$ cat src/npcm_pkg.sv
//------------------------------------------------------------------------------
// Nearest palette color match: shared definitions
// Constants, action codes and the sequencer state type that are used by the
// nearest palette color match block and its distance unit.
//------------------------------------------------------------------------------
`timescale 1ns / 1ps
`default_nettype none

package npcm_pkg;

    // Default palette depth and fixed field widths.
    localparam int PALETTE_ENTRIES_DEF = 256;
    localparam int CHAN_W              = 8;
    localparam int COLOR_W             = 3 * CHAN_W;
    localparam int COUNT_W             = 9;
    localparam int DIST_W              = 18;

    // Reset value of the target count register.
    localparam logic [COUNT_W-1:0] TARGET_COUNT_RESET = 9'd256;

    // Action codes carried in the input tuser field.
    localparam logic [1:0] ACT_LOAD_SRC = 2'd0;
    localparam logic [1:0] ACT_LOAD_TGT = 2'd1;
    localparam logic [1:0] ACT_MAP      = 2'd2;

    // Sequencer states.
    typedef enum logic [1:0] {
        ST_IDLE,
        ST_LOOKUP,
        ST_SEARCH,
        ST_DRAIN
    } npcm_state_t;

endpackage

`default_nettype wire

$ cat src/npcm_dist.sv
//------------------------------------------------------------------------------
// Nearest palette color match: color distance unit
// Computes the sum of squared red, green and blue differences of two colors
// and registers it together with a valid flag and the target entry index.
//------------------------------------------------------------------------------
`timescale 1ns / 1ps
`default_nettype none

module npcm_dist #(
    parameter int IDX_W = $clog2(npcm_pkg::PALETTE_ENTRIES_DEF)
) (
    input  wire                        aclk,
    input  wire                        aresetn,
    input  wire                        in_valid,
    input  wire  [IDX_W-1:0]           in_index,
    input  wire  [npcm_pkg::COLOR_W-1:0] color_a,
    input  wire  [npcm_pkg::COLOR_W-1:0] color_b,
    output logic                       out_valid,
    output logic [IDX_W-1:0]           out_index,
    output logic [npcm_pkg::DIST_W-1:0] out_dist
);

    logic [npcm_pkg::CHAN_W-1:0]   diff [3];
    logic [2*npcm_pkg::CHAN_W-1:0] sq   [3];
    logic [npcm_pkg::DIST_W-1:0]   dist_sum;
    logic                          valid_reg;
    logic [IDX_W-1:0]              index_reg;
    logic [npcm_pkg::DIST_W-1:0]   dist_reg;

    // Absolute channel differences, squared, then summed.
    always_comb begin
        for (int c = 0; c < 3; c++) begin
            if (color_a[c*npcm_pkg::CHAN_W +: npcm_pkg::CHAN_W] >
                color_b[c*npcm_pkg::CHAN_W +: npcm_pkg::CHAN_W]) begin
                diff[c] = color_a[c*npcm_pkg::CHAN_W +: npcm_pkg::CHAN_W] -
                          color_b[c*npcm_pkg::CHAN_W +: npcm_pkg::CHAN_W];
            end else begin
                diff[c] = color_b[c*npcm_pkg::CHAN_W +: npcm_pkg::CHAN_W] -
                          color_a[c*npcm_pkg::CHAN_W +: npcm_pkg::CHAN_W];
            end
            sq[c] = (2*npcm_pkg::CHAN_W)'(diff[c]) * (2*npcm_pkg::CHAN_W)'(diff[c]);
        end
        dist_sum = npcm_pkg::DIST_W'(sq[0]) + npcm_pkg::DIST_W'(sq[1]) +
                   npcm_pkg::DIST_W'(sq[2]);
    end

    // Result register; only the valid flag is reset.
    always_ff @(posedge aclk) begin
        if (!aresetn) begin
            valid_reg <= 1'b0;
        end else begin
            valid_reg <= in_valid;
        end
        index_reg <= in_index;
        dist_reg  <= dist_sum;
    end

    assign out_valid = valid_reg;
    assign out_index = index_reg;
    assign out_dist  = dist_reg;

endmodule

`default_nettype wire

$ cat config.mk
export PLATFORM = sky130hd
export DESIGN_NAME = npcm_dist
export DESIGN_NICKNAME = d
export VERILOG_FILES = /design/src/npcm_pkg.sv /design/src/npcm_dist.sv
export SDC_FILE = /design/constraint.sdc
export NUM_CORES = 1
export LEC_CHECK = 0
export BUFFER_PORTS_ARGS = -buffer_cell sky130_fd_sc_hd__buf_2
export CAP_MARGIN = 5
export CORE_UTILIZATION = 62
export DETAILED_ROUTE_END_ITERATION = 10
export GPL_TIMING_DRIVEN = 1
export PLACE_DENSITY = 0.86
export SYNTH_ARGS = -nofsm -noshare
export SYNTH_HDL_FRONTEND = slang
export SYNTH_SLANG_ARGS = --single-unit
$ cat constraint.sdc
create_clock -name aclk -period 12.89 [get_ports aclk]
set_input_delay 3.2225 -clock aclk [delete_from_list [all_inputs] [get_ports aclk]]
set_output_delay 3.2225 -clock aclk [all_outputs]
set_load 0.005 [all_outputs]
After elaboration in Yosys (flattened, before gate mapping)
Cells that the tools add are included.
- magnitude comparators: 3
- reductions and logical operators: 0
- muxes and demuxes: 3
- bitwise logic cells: 0
- div/mod/pow operators: 0
- add/subtract/negate cells: 8
- shift-type cells: 0
- equal/unequal tests: 0
- multipliers: 3
- operators with widths (kind ; number):
    $mul 8x8->16 ; 3
    $sub 8x8->8 ; 6
    $gt 8x8->1 ; 3
    $mux 8 ; 3
    $add 17x16->18 ; 1
    $add 16x16->17 ; 1
- register bits: 27
- bits of input ports: 59
- logic and storage cells: 20
- memories: 0
- bits in latches: 0
- bits in writable memories: 0
- output and inout port bits: 27
- memory bits (read-only): 0

Longest topological paths before layout
Gate-level depths: netlist of the first run.
- depth after elaboration: 5
- depth in mapped cells: 32
- gate-level depth less buffers: 31

Least setup slack after synthesis of the first run
OpenSTA, ideal clock, no wires.
- path kind: input -> register
- start point: input color_a[0] in the netlist's numbering
- end point: register dist_reg, in the netlist out_dist[16]
- setup slack: 2135 ps
- required time: 12818 ps
- data arrival time: 10683 ps
- library setup time: 72 ps
- stages: 31
- path through: inv_1 ha_1 inv_1 fa_1 a21o_1 a21oi_1 o21ai_0 nand2_1 mux2i_1 xor2_1 clkbuf_1 or2_2 fa_1 inv_1 fa_1 inv_1 fa_1 fa_1 inv_1 fa_1 inv_1 fa_1 fa_1 inv_1 ha_1 nand2_1 o21ai_0 o41ai_1 o21ai_0 a221oi_1 xnor2_1
- cells in the longest elaborated chain, start to end: 5
- ends and longest elaborated chain (element ; RTL line ; text):
    start, declared ; npcm_dist.sv:16 ; input wire [npcm_pkg::COLOR_W-1:0] color_a,
    $sub 8x8->8, or another cell as far along ; npcm_dist.sv:38 ; diff[c] = color_b[c*npcm_pkg::CHAN_W +: npcm_pkg::CHAN_W] -
    $mux 8 * ; npcm_dist.sv:33 ; if (color_a[c*npcm_pkg::CHAN_W +: npcm_pkg::CHAN_W] >
    $mul 8x8->16 * ; npcm_dist.sv:41 ; sq[c] = (2*npcm_pkg::CHAN_W)'(diff[c]) * (2*npcm_pkg::CHAN_W)'(diff[c]);
    $add 16x16->17 * ; npcm_dist.sv:43 ; dist_sum = npcm_pkg::DIST_W'(sq[0]) + npcm_pkg::DIST_W'(sq[1]) +
    $add 17x16->18 * ; npcm_dist.sv:43 ;
    net dist_sum (one bit) ; npcm_dist.sv:25 ; logic [npcm_pkg::DIST_W-1:0] dist_sum;
    end signal, assigned ; npcm_dist.sv:55 ; dist_reg <= dist_sum;
    end, declared ; npcm_dist.sv:28 ; logic [npcm_pkg::DIST_W-1:0] dist_reg;
Mark *: on every way through the listed nets, which the timed path passes. The rest lies on a longest branch.
A chain may end at the register's enable or synchronous reset.

Final worst setup path of the first run
Same ends and word-level chain as after synthesis.

==> impl_metrics.ini, run 1 <==
[timing]
finalWorstPathRequiredPeriod_ps = 11750
worst-slew-pin-transition_ps = 1051
slew_viol_final = 0
fmax_mhz = 85.07
layout_worst_path_cycle_share_pct = 91.19
setup_viol = 0
max-slew-margin-rel_pct = 29.46
final-hold-violation-count = 0
grt_setup_unrepaired = false
final.setup.tns_ps = 0

[place]
place_congestion = 0.8771
dp_hpwl_um = 13970
port_buffers = 85

[yosys]
synth_top_family_by_area = adder cells
synth_compound_gate_area_share_pct = 8.644
yosys.area_share.simple_pct = 11.07
yosysSeqAreaShare_pct = 6.802
synth-async-reset-ratio_pct = 0
post_synth_fa_ha_maj_area_fraction_pct = 54.54
mappedNetlistNets = 1217
synthXorXnorAreaFrac_pct = 3.858
synthDistinctLibCells = 54
netlist_instances = 895
synth_mux_area_share_pct = 2.409
syn_area_per_cell_sq_um = 8.879
synth_edf_count = 0
yosysWarnings = 0
synth_flop_cell = sky130_fd_sc_hd__dfxtp_1
synthesis.area_sq_um = 7946
total_of_flip_flops_plus_latches_after_synthesis = 27

[critical_path]
timing.critical_path.slowest_stage_cell = sky130_fd_sc_hd__o41ai_1
crit_path_start_kind = input port
worst-path-max-fanout = 11
timing.critical_path.mode_cell = sky130_fd_sc_hd__fa_1
worst-endpoint-arrival_ps = 11960
max_incr_delay_on_cp_ps = 690
worst_setup_path_end_kind = register
critPathKind = input port to register
required_ps = 13100

[clocking]
tritoncts = yes
number_of_buffers_inserted_during_clock_tree_synthesis = 3
postCtsSetupRepairBufs = 0
numClockSinks = 27
cts-resized-gates = 0
ctsHtreeMaxLevel = 1
cts.clk_slew.worst_paths_ps = 80
cts.hold.buffers_added = 0
clock_path_buffers = 2
clock_tree_root_buffer_cell = sky130_fd_sc_hd__clkbuf_16

[hold_path]
holdCritPathClass = input port to register
hold_path_end = out_index[5]
worst_hold_startpoint = in_index[5]
worstHoldPathCells = 1

[detailed_routing]
detail-route-antenna-nets = 0
detail_route.first_pass.iterations = 4
remaining_drc_errors = 0
wl_per_cell_um = 13.96
wirelength_um = 15910
dr.first_iter.drc_count = 325
num_vias = 5951
viasPerCell = 5.225

[layout]
syn2layout_area_growth_pct = 8.550
share_of_layout_cells_above_drive_strength_1_pct = 12.46
sequential_cell_area_sq_um = 540.5
fill_cells = 949
final_common_cell = sky130_fd_sc_hd__inv_1
fin_nets = 1294
insertedDiodeCount = 0
area_occupied_by_multi_input_gates_sq_um = 6399
layout_common_cells = sky130_fd_sc_hd__inv_1 (247), sky130_fd_sc_hd__fa_1 (139), sky130_fd_sc_hd__ha_1 (124)

[status]
status = finished clean

[floorplanning]
die_w_um = 115.2
dieArea_sq_um = 13270
design.core.area_sq_um = 12260
initial_core_util_pct = 64.81
pin_count = 86
chipHeight_um = 115.2
std_cell_rows = 40

[global_route]
grt-ovfl-total = 0
grt_max_degree = 17
first_global_vias = 6378
grt.total_usage_pct = 26.78
grt_pass1_wl_um = 27790
grt_antenna_before_repair = 0

[job]
maxCapViolCount = 0
## state kept, by name, summed over array words and instances (netlist names)
name / count
out_index: 8
out_dist: 18
out_valid: 1
## layout make-up
class,instances,area share [%]
clock inverter,1,0.08703
inverter,248,10.79
sequential,27,6.266
clock buffer,3,0.8703
timing repair buffer,90,5.367
tap,168,2.437
multi-input combinational,602,74.18
## synthesized netlist by cell type (7+ instances only)
cell type,number,share of area (%)
sky130_fd_sc_hd__inv_1,247,12
sky130_fd_sc_hd__dfxtp_1,27,6.8
sky130_fd_sc_hd__nor2_1,81,3.8
sky130_fd_sc_hd__buf_2,7,0.44
sky130_fd_sc_hd__mux2i_1,18,2.3
sky130_fd_sc_hd__nand2b_1,19,1.5
sky130_fd_sc_hd__nand2_1,18,0.85
sky130_fd_sc_hd__a21o_1,13,1.2
sky130_fd_sc_hd__a21oi_1,42,2.6
sky130_fd_sc_hd__fa_1,139,35
sky130_fd_sc_hd__ha_1,124,20
sky130_fd_sc_hd__xor2_1,14,1.5
sky130_fd_sc_hd__xnor2_1,21,2.3
sky130_fd_sc_hd__nor2b_1,10,0.79
sky130_fd_sc_hd__nand3_1,8,0.50
sky130_fd_sc_hd__or2_2,16,1.3
sky130_fd_sc_hd__clkbuf_1,11,0.52
sky130_fd_sc_hd__o21ai_0,16,1.0
## logic make-up (layout without fill, tap and decap cells)
logic type	count (synthesis)	count (layout)
AO/OA/AOI/OAI	105	105
XOR/XNOR	35	35
adder cells (fa/ha/maj)	263	263
buffers and inverters	266	342
flip-flops	27	27
multiplexers	19	19
AND/OR/NAND/NOR	180	180
## metal layers
| layer | share of wire (%) | routed length, um | GRT usage, % |
|---|---|---|---|
| met1 | 37 | 5956 | 30.19 |
| met2 | 54 | 8554 | 51.89 |
| met3 | 6.0 | 951 | 3.163 |
| met4 | 2.8 | 443 | 9.091 |
| met5 | 0 | 0 | 0 |
## through the flow
step	worst slack [ps]	util (%)	area (sq um)	cells	hold WS [ps]
after floorplan	2135	-	7946	895	3250
after global placement	1258	69.67	8543	1135	3325
after detailed placement	937.5	69.67	8543	1135	3327
after CTS	1190	70.35	8626	1139	3047
after global routing	582.0	70.35	8626	1139	3041
final	1135	70.35	8626	1139	3044
## worst max path at each step
| stage | startpoint | slack (ps) | end | depth (start not counted) |
|---|---|---|---|---|
| floorplan | color_a[0] | 2130 | out_dist[16] | 31 |
| global placement | color_a[0] | 1260 | out_dist[16] | 30 |
| detailed placement | color_a[16] | 940 | out_dist[16] | 29 |
| CTS | color_a[0] | 1190 | out_dist[16] | 29 |
| global route | color_a[0] | 580 | out_dist[16] | 30 |
| finish | color_a[0] | 1140 | out_dist[16] | 29 |
## worst max-delay path, delay by kind of cell
family | cells | cell delay [ps]
multiplexers | 1 | 280
XOR/XNOR | 2 | 840
AND/OR/NAND/NOR | 2 | 550
buffers and inverters | 6 | 380
adder cells (fa/ha/maj) | 10 | 4300
AO/OA/AOI/OAI | 8 | 2390
Power of run 1 is left out: the tool's default activity adds up to more than one toggle a clock period on the data nets, which glitch-free logic cannot reach.
==> run 2, diff against run 1 <==
CELL_PAD_IN_SITES_DETAIL_PLACEMENT = 0   (was unset)
CELL_PAD_IN_SITES_GLOBAL_PLACEMENT = 1   (was unset)
CORE_UTILIZATION = 47   (was 62)
PLACE_DENSITY = 0.85   (was 0.86)
==> run 2 against run 1 <==
Net effect:
- wire length fell by 2.9%
- global-route usage fell by 7.6 points
- fmax rose by 1.1%
- non-clock buffer count rose by 3
- via count fell by 2.2%
- first-iteration DRC count fell by 29%
- worst hold slack got worse by 2.3 ps
- core utilization fell by 18 points
- clock-buffer cell count did not move
- cell area rose by 1.0%
- critical path depth rose by 1
- highest routed layer unchanged
==> impl_metrics.ini, run 2 (synthesis results as in run 1) <==
[status]
status = finished clean

[layout]
max_ffs_per_register = 18
insertedDiodeCount = 0
fin_nets = 1297
fill_cells = 1592
share_of_layout_cells_above_drive_strength_1_pct = 12.73
layout_common_cells = sky130_fd_sc_hd__inv_1 (247), sky130_fd_sc_hd__fa_1 (139), sky130_fd_sc_hd__ha_1 (124)
syn2layout_area_growth_pct = 9.652
final_common_cell = sky130_fd_sc_hd__inv_1

[clocking]
numClockSinks = 27
ctsHtreeMaxLevel = 1
cts-resized-gates = 0
cts.clk_slew.worst_paths_ps = 80
number_of_buffers_inserted_during_clock_tree_synthesis = 3
cts.hold.buffers_added = 0
clock_tree_root_buffer_cell = sky130_fd_sc_hd__clkbuf_16
clock_path_buffers = 2
tritoncts = yes
postCtsSetupRepairBufs = 0

[job]
maxCapViolCount = 0

[critical_path]
required_ps = 13100
timing.critical_path.slowest_stage_cell = sky130_fd_sc_hd__o41ai_1
worst-endpoint-arrival_ps = 11840
worst_setup_path_end_kind = register
timing.critical_path.mode_cell = sky130_fd_sc_hd__fa_1
critPathKind = input port to register
worst-path-max-fanout = 11
max_incr_delay_on_cp_ps = 660
setup.worst_path.start = color_a[0]
crit_path_start_kind = input port

[floorplanning]
die_w_um = 132.0
chipHeight_um = 132.0
design.core.area_sq_um = 16520
dieArea_sq_um = 17430
pin_count = 86
std_cell_rows = 47
initial_core_util_pct = 48.09

[timing]
slew_viol_final = 0
final.setup.tns_ps = 0
max-slew-margin-rel_pct = 38.45
finalWorstPathRequiredPeriod_ps = 11630
hold_slack_ps = 3042
fmax_mhz = 85.98
final-hold-violation-count = 0
layout_worst_path_cycle_share_pct = 90.23
setup_viol = 0
grt_setup_unrepaired = false
worst-slew-pin-transition_ps = 916.6

[detailed_routing]
num_vias = 5820
detail-route-antenna-nets = 0
detail_route.first_pass.iterations = 4
remaining_drc_errors = 0
dr.first_iter.drc_count = 232
viasPerCell = 4.874
wirelength_um = 15440
wl_per_cell_um = 12.93

[global_route]
grt-ovfl-total = 0
grt_antenna_before_repair = 0
grt_pass1_wl_um = 27120
first_global_vias = 5976
grt.total_usage_pct = 19.20
grt_max_degree = 17

[place]
dp_hpwl_um = 13810
port_buffers = 85
place_congestion = 0.8128

[hold_path]
holdCritPathClass = input port to register
worst_hold_startpoint = in_index[0]
==> run 2: layout make-up <==
class | instances | area, sq um | share of cell area, %
Multi-Input combinational cell | 602 | 6399 | 73.43
Inverter | 248 | 930.9 | 10.68
Sequential cell | 27 | 540.5 | 6.203
Timing Repair Buffer | 93 | 485.5 | 5.572
Tap cell | 220 | 275.3 | 3.159
Clock buffer | 3 | 75.07 | 0.8616
Clock inverter | 1 | 7.507 | 0.08616
==> run 2: per-layer routing <==
layer	GRT usage (%)	wire length, um
met1	24.37	6690
met2	36.07	8115
met3	1.576	511
met4	2.713	119
met5	0	0
==> run 2: final timing paths <==
check           end  slack [ps]  cells past startpoint
min    out_index[0]        3040                      1
max    out_dist[16]        1260                     30
==> run 2: per-stage QoR <==
stage                     utilization [%]  setup slack, ps  instance area, sq um  std cells
final                               52.73             1260                  8713       1194
after global routing                52.73            684.5                  8713       1194
after floorplan                         -             2135                  7946        895
after detailed placement            52.23             1024                  8631       1190
after global placement              52.23             1164                  8631       1190
after CTS                           52.73             1282                  8713       1194
==> run 2: critical path, delay by kind of cell <==
family / cells / cell delay [ps]
muxes: 1 / 260
xor gates and xnor gates: 2 / 810
and+or+nand+nor: 3 / 530
adders and majority gates: 10 / 4480
AOI/OAI and AO/OA: 7 / 2090
buffers and inverters: 7 / 440
Power of run 2 is left out for the same reason.
==> run 3, diff against run 2 <==
CORE_UTILIZATION = 31   (was 47)
PLACE_DENSITY = 0.61   (was 0.85)
SKIP_LAST_GASP = 1   (was unset)
==> run 3 against run 2 <==
Net effect:
- cell area is 1.5% higher
- global-route usage is 5.2 points lower
- worst hold slack better by 2.9 ps
- core utilization is 18 points lower
- wire length is 8.6% higher
- fmax is 0.11% higher
==> impl_metrics.ini, run 3 (synthesis results as in run 1) <==
[detailed_routing]
wirelength_um = 16770
num_vias = 5714
dr.first_iter.drc_count = 173
viasPerCell = 4.385
detail-route-antenna-nets = 0
detail_route.first_pass.iterations = 6
wl_per_cell_um = 12.87
remaining_drc_errors = 0

[layout]
layout_common_cells = sky130_fd_sc_hd__inv_1 (247), sky130_fd_sc_hd__fa_1 (139), sky130_fd_sc_hd__ha_1 (124)
syn2layout_area_growth_pct = 11.29
share_of_layout_cells_above_drive_strength_1_pct = 12.64
fin_nets = 1296
post-route-cell-area_sq_um = 8843
max_ffs_per_register = 18
final_common_cell = sky130_fd_sc_hd__inv_1
insertedDiodeCount = 0

[critical_path]
required_ps = 13100
crit_path_start_kind = input port
timing.critical_path.slowest_stage_cell = sky130_fd_sc_hd__xnor2_1
worst-path-max-fanout = 12
max_incr_delay_on_cp_ps = 840
worst-endpoint-arrival_ps = 11820
worst_setup_path_end_kind = register
critPathKind = input port to register
timing.critical_path.mode_cell = sky130_fd_sc_hd__fa_1

[timing]
fmax_mhz = 86.07
slew_viol_final = 0
grt_setup_unrepaired = false
max-slew-margin-rel_pct = 29.20
layout_worst_path_cycle_share_pct = 90.13
setup_viol = 0
finalWorstPathRequiredPeriod_ps = 11620
final-hold-violation-count = 0
worst-slew-pin-transition_ps = 1054
final.setup.tns_ps = 0

[global_route]
grt-ovfl-total = 0
grt_max_degree = 17
grt.total_usage_pct = 13.96
first_global_vias = 6148
grt_pass1_wl_um = 29240
grt_antenna_before_repair = 0

[clocking]
clock_path_buffers = 2
number_of_buffers_inserted_during_clock_tree_synthesis = 3
ctsHtreeMaxLevel = 1
cts.hold.buffers_added = 0
cts.clk_slew.worst_paths_ps = 70
postCtsSetupRepairBufs = 0
tritoncts = yes
clock_tree_root_buffer_cell = sky130_fd_sc_hd__clkbuf_16
numClockSinks = 27
cts-resized-gates = 0

[place]
port_buffers = 85
dp_hpwl_um = 15050
place_congestion = 0.7741
placedInstanceArea_sq_um = 8761

[floorplanning]
chipHeight_um = 162.1
die_w_um = 162.1
pin_count = 86
initial_core_util_pct = 31.56
design.core.area_sq_um = 25180
dieArea_sq_um = 26280
std_cell_rows = 58

[hold_path]
worstHoldPathCells = 1
holdCritPathClass = input port to register

[status]
status = finished clean

[job]
maxCapViolCount = 0
## run 3: cell count changes in the layout (fill, tap and decap cells not counted), sizes merged
| cell | delta |
|---|---|
| buf | -1 |
## run 3: layer usage
metal	vias up	track usage [%]	wire, um
li1	2883	-	-
met1	2739	17.54	7695
met2	83	26.06	8451
met3	9	0.7916	421
met4	0	3.045	199
met5	-	0	0
## run 3: worst paths after layout
check                    from      endpoint  slack (ps)
setup / recovery   color_a[0]  out_dist[16]        1270
hold / removal    in_index[2]  out_index[2]        3040
## run 3: area by class of cell
class | instances | area (sq um)
fill | 2670 | 16340
multi-input combinational | 602 | 6399
inverter | 248 | 930.9
sequential | 27 | 540.5
timing repair buffer | 92 | 478.0
tap | 330 | 412.9
clock buffer | 3 | 75.07
clock inverter | 1 | 7.507
## run 3: through the flow
stage	hold slack [ps]	cells	util [%]	setup slack, ps
global route	3033	1303	35.12	606.6
CTS	3037	1303	35.12	1203
detailed placement	3327	1299	34.79	956.0
finish	3045	1303	35.12	1272
floorplan	3250	895	-	2135
global placement	3325	1299	34.79	1068
## run 3: critical path, delay by kind of cell
family	cells	cell delay, ps
adder cells (fa/ha/maj)	10	4350
AO/OA/AOI/OAI	8	2240
XOR/XNOR	2	990
AND/OR/NAND/NOR	2	450
buffers and inverters	7	440
multiplexers	1	150
Power of run 3 is left out for the same reason.
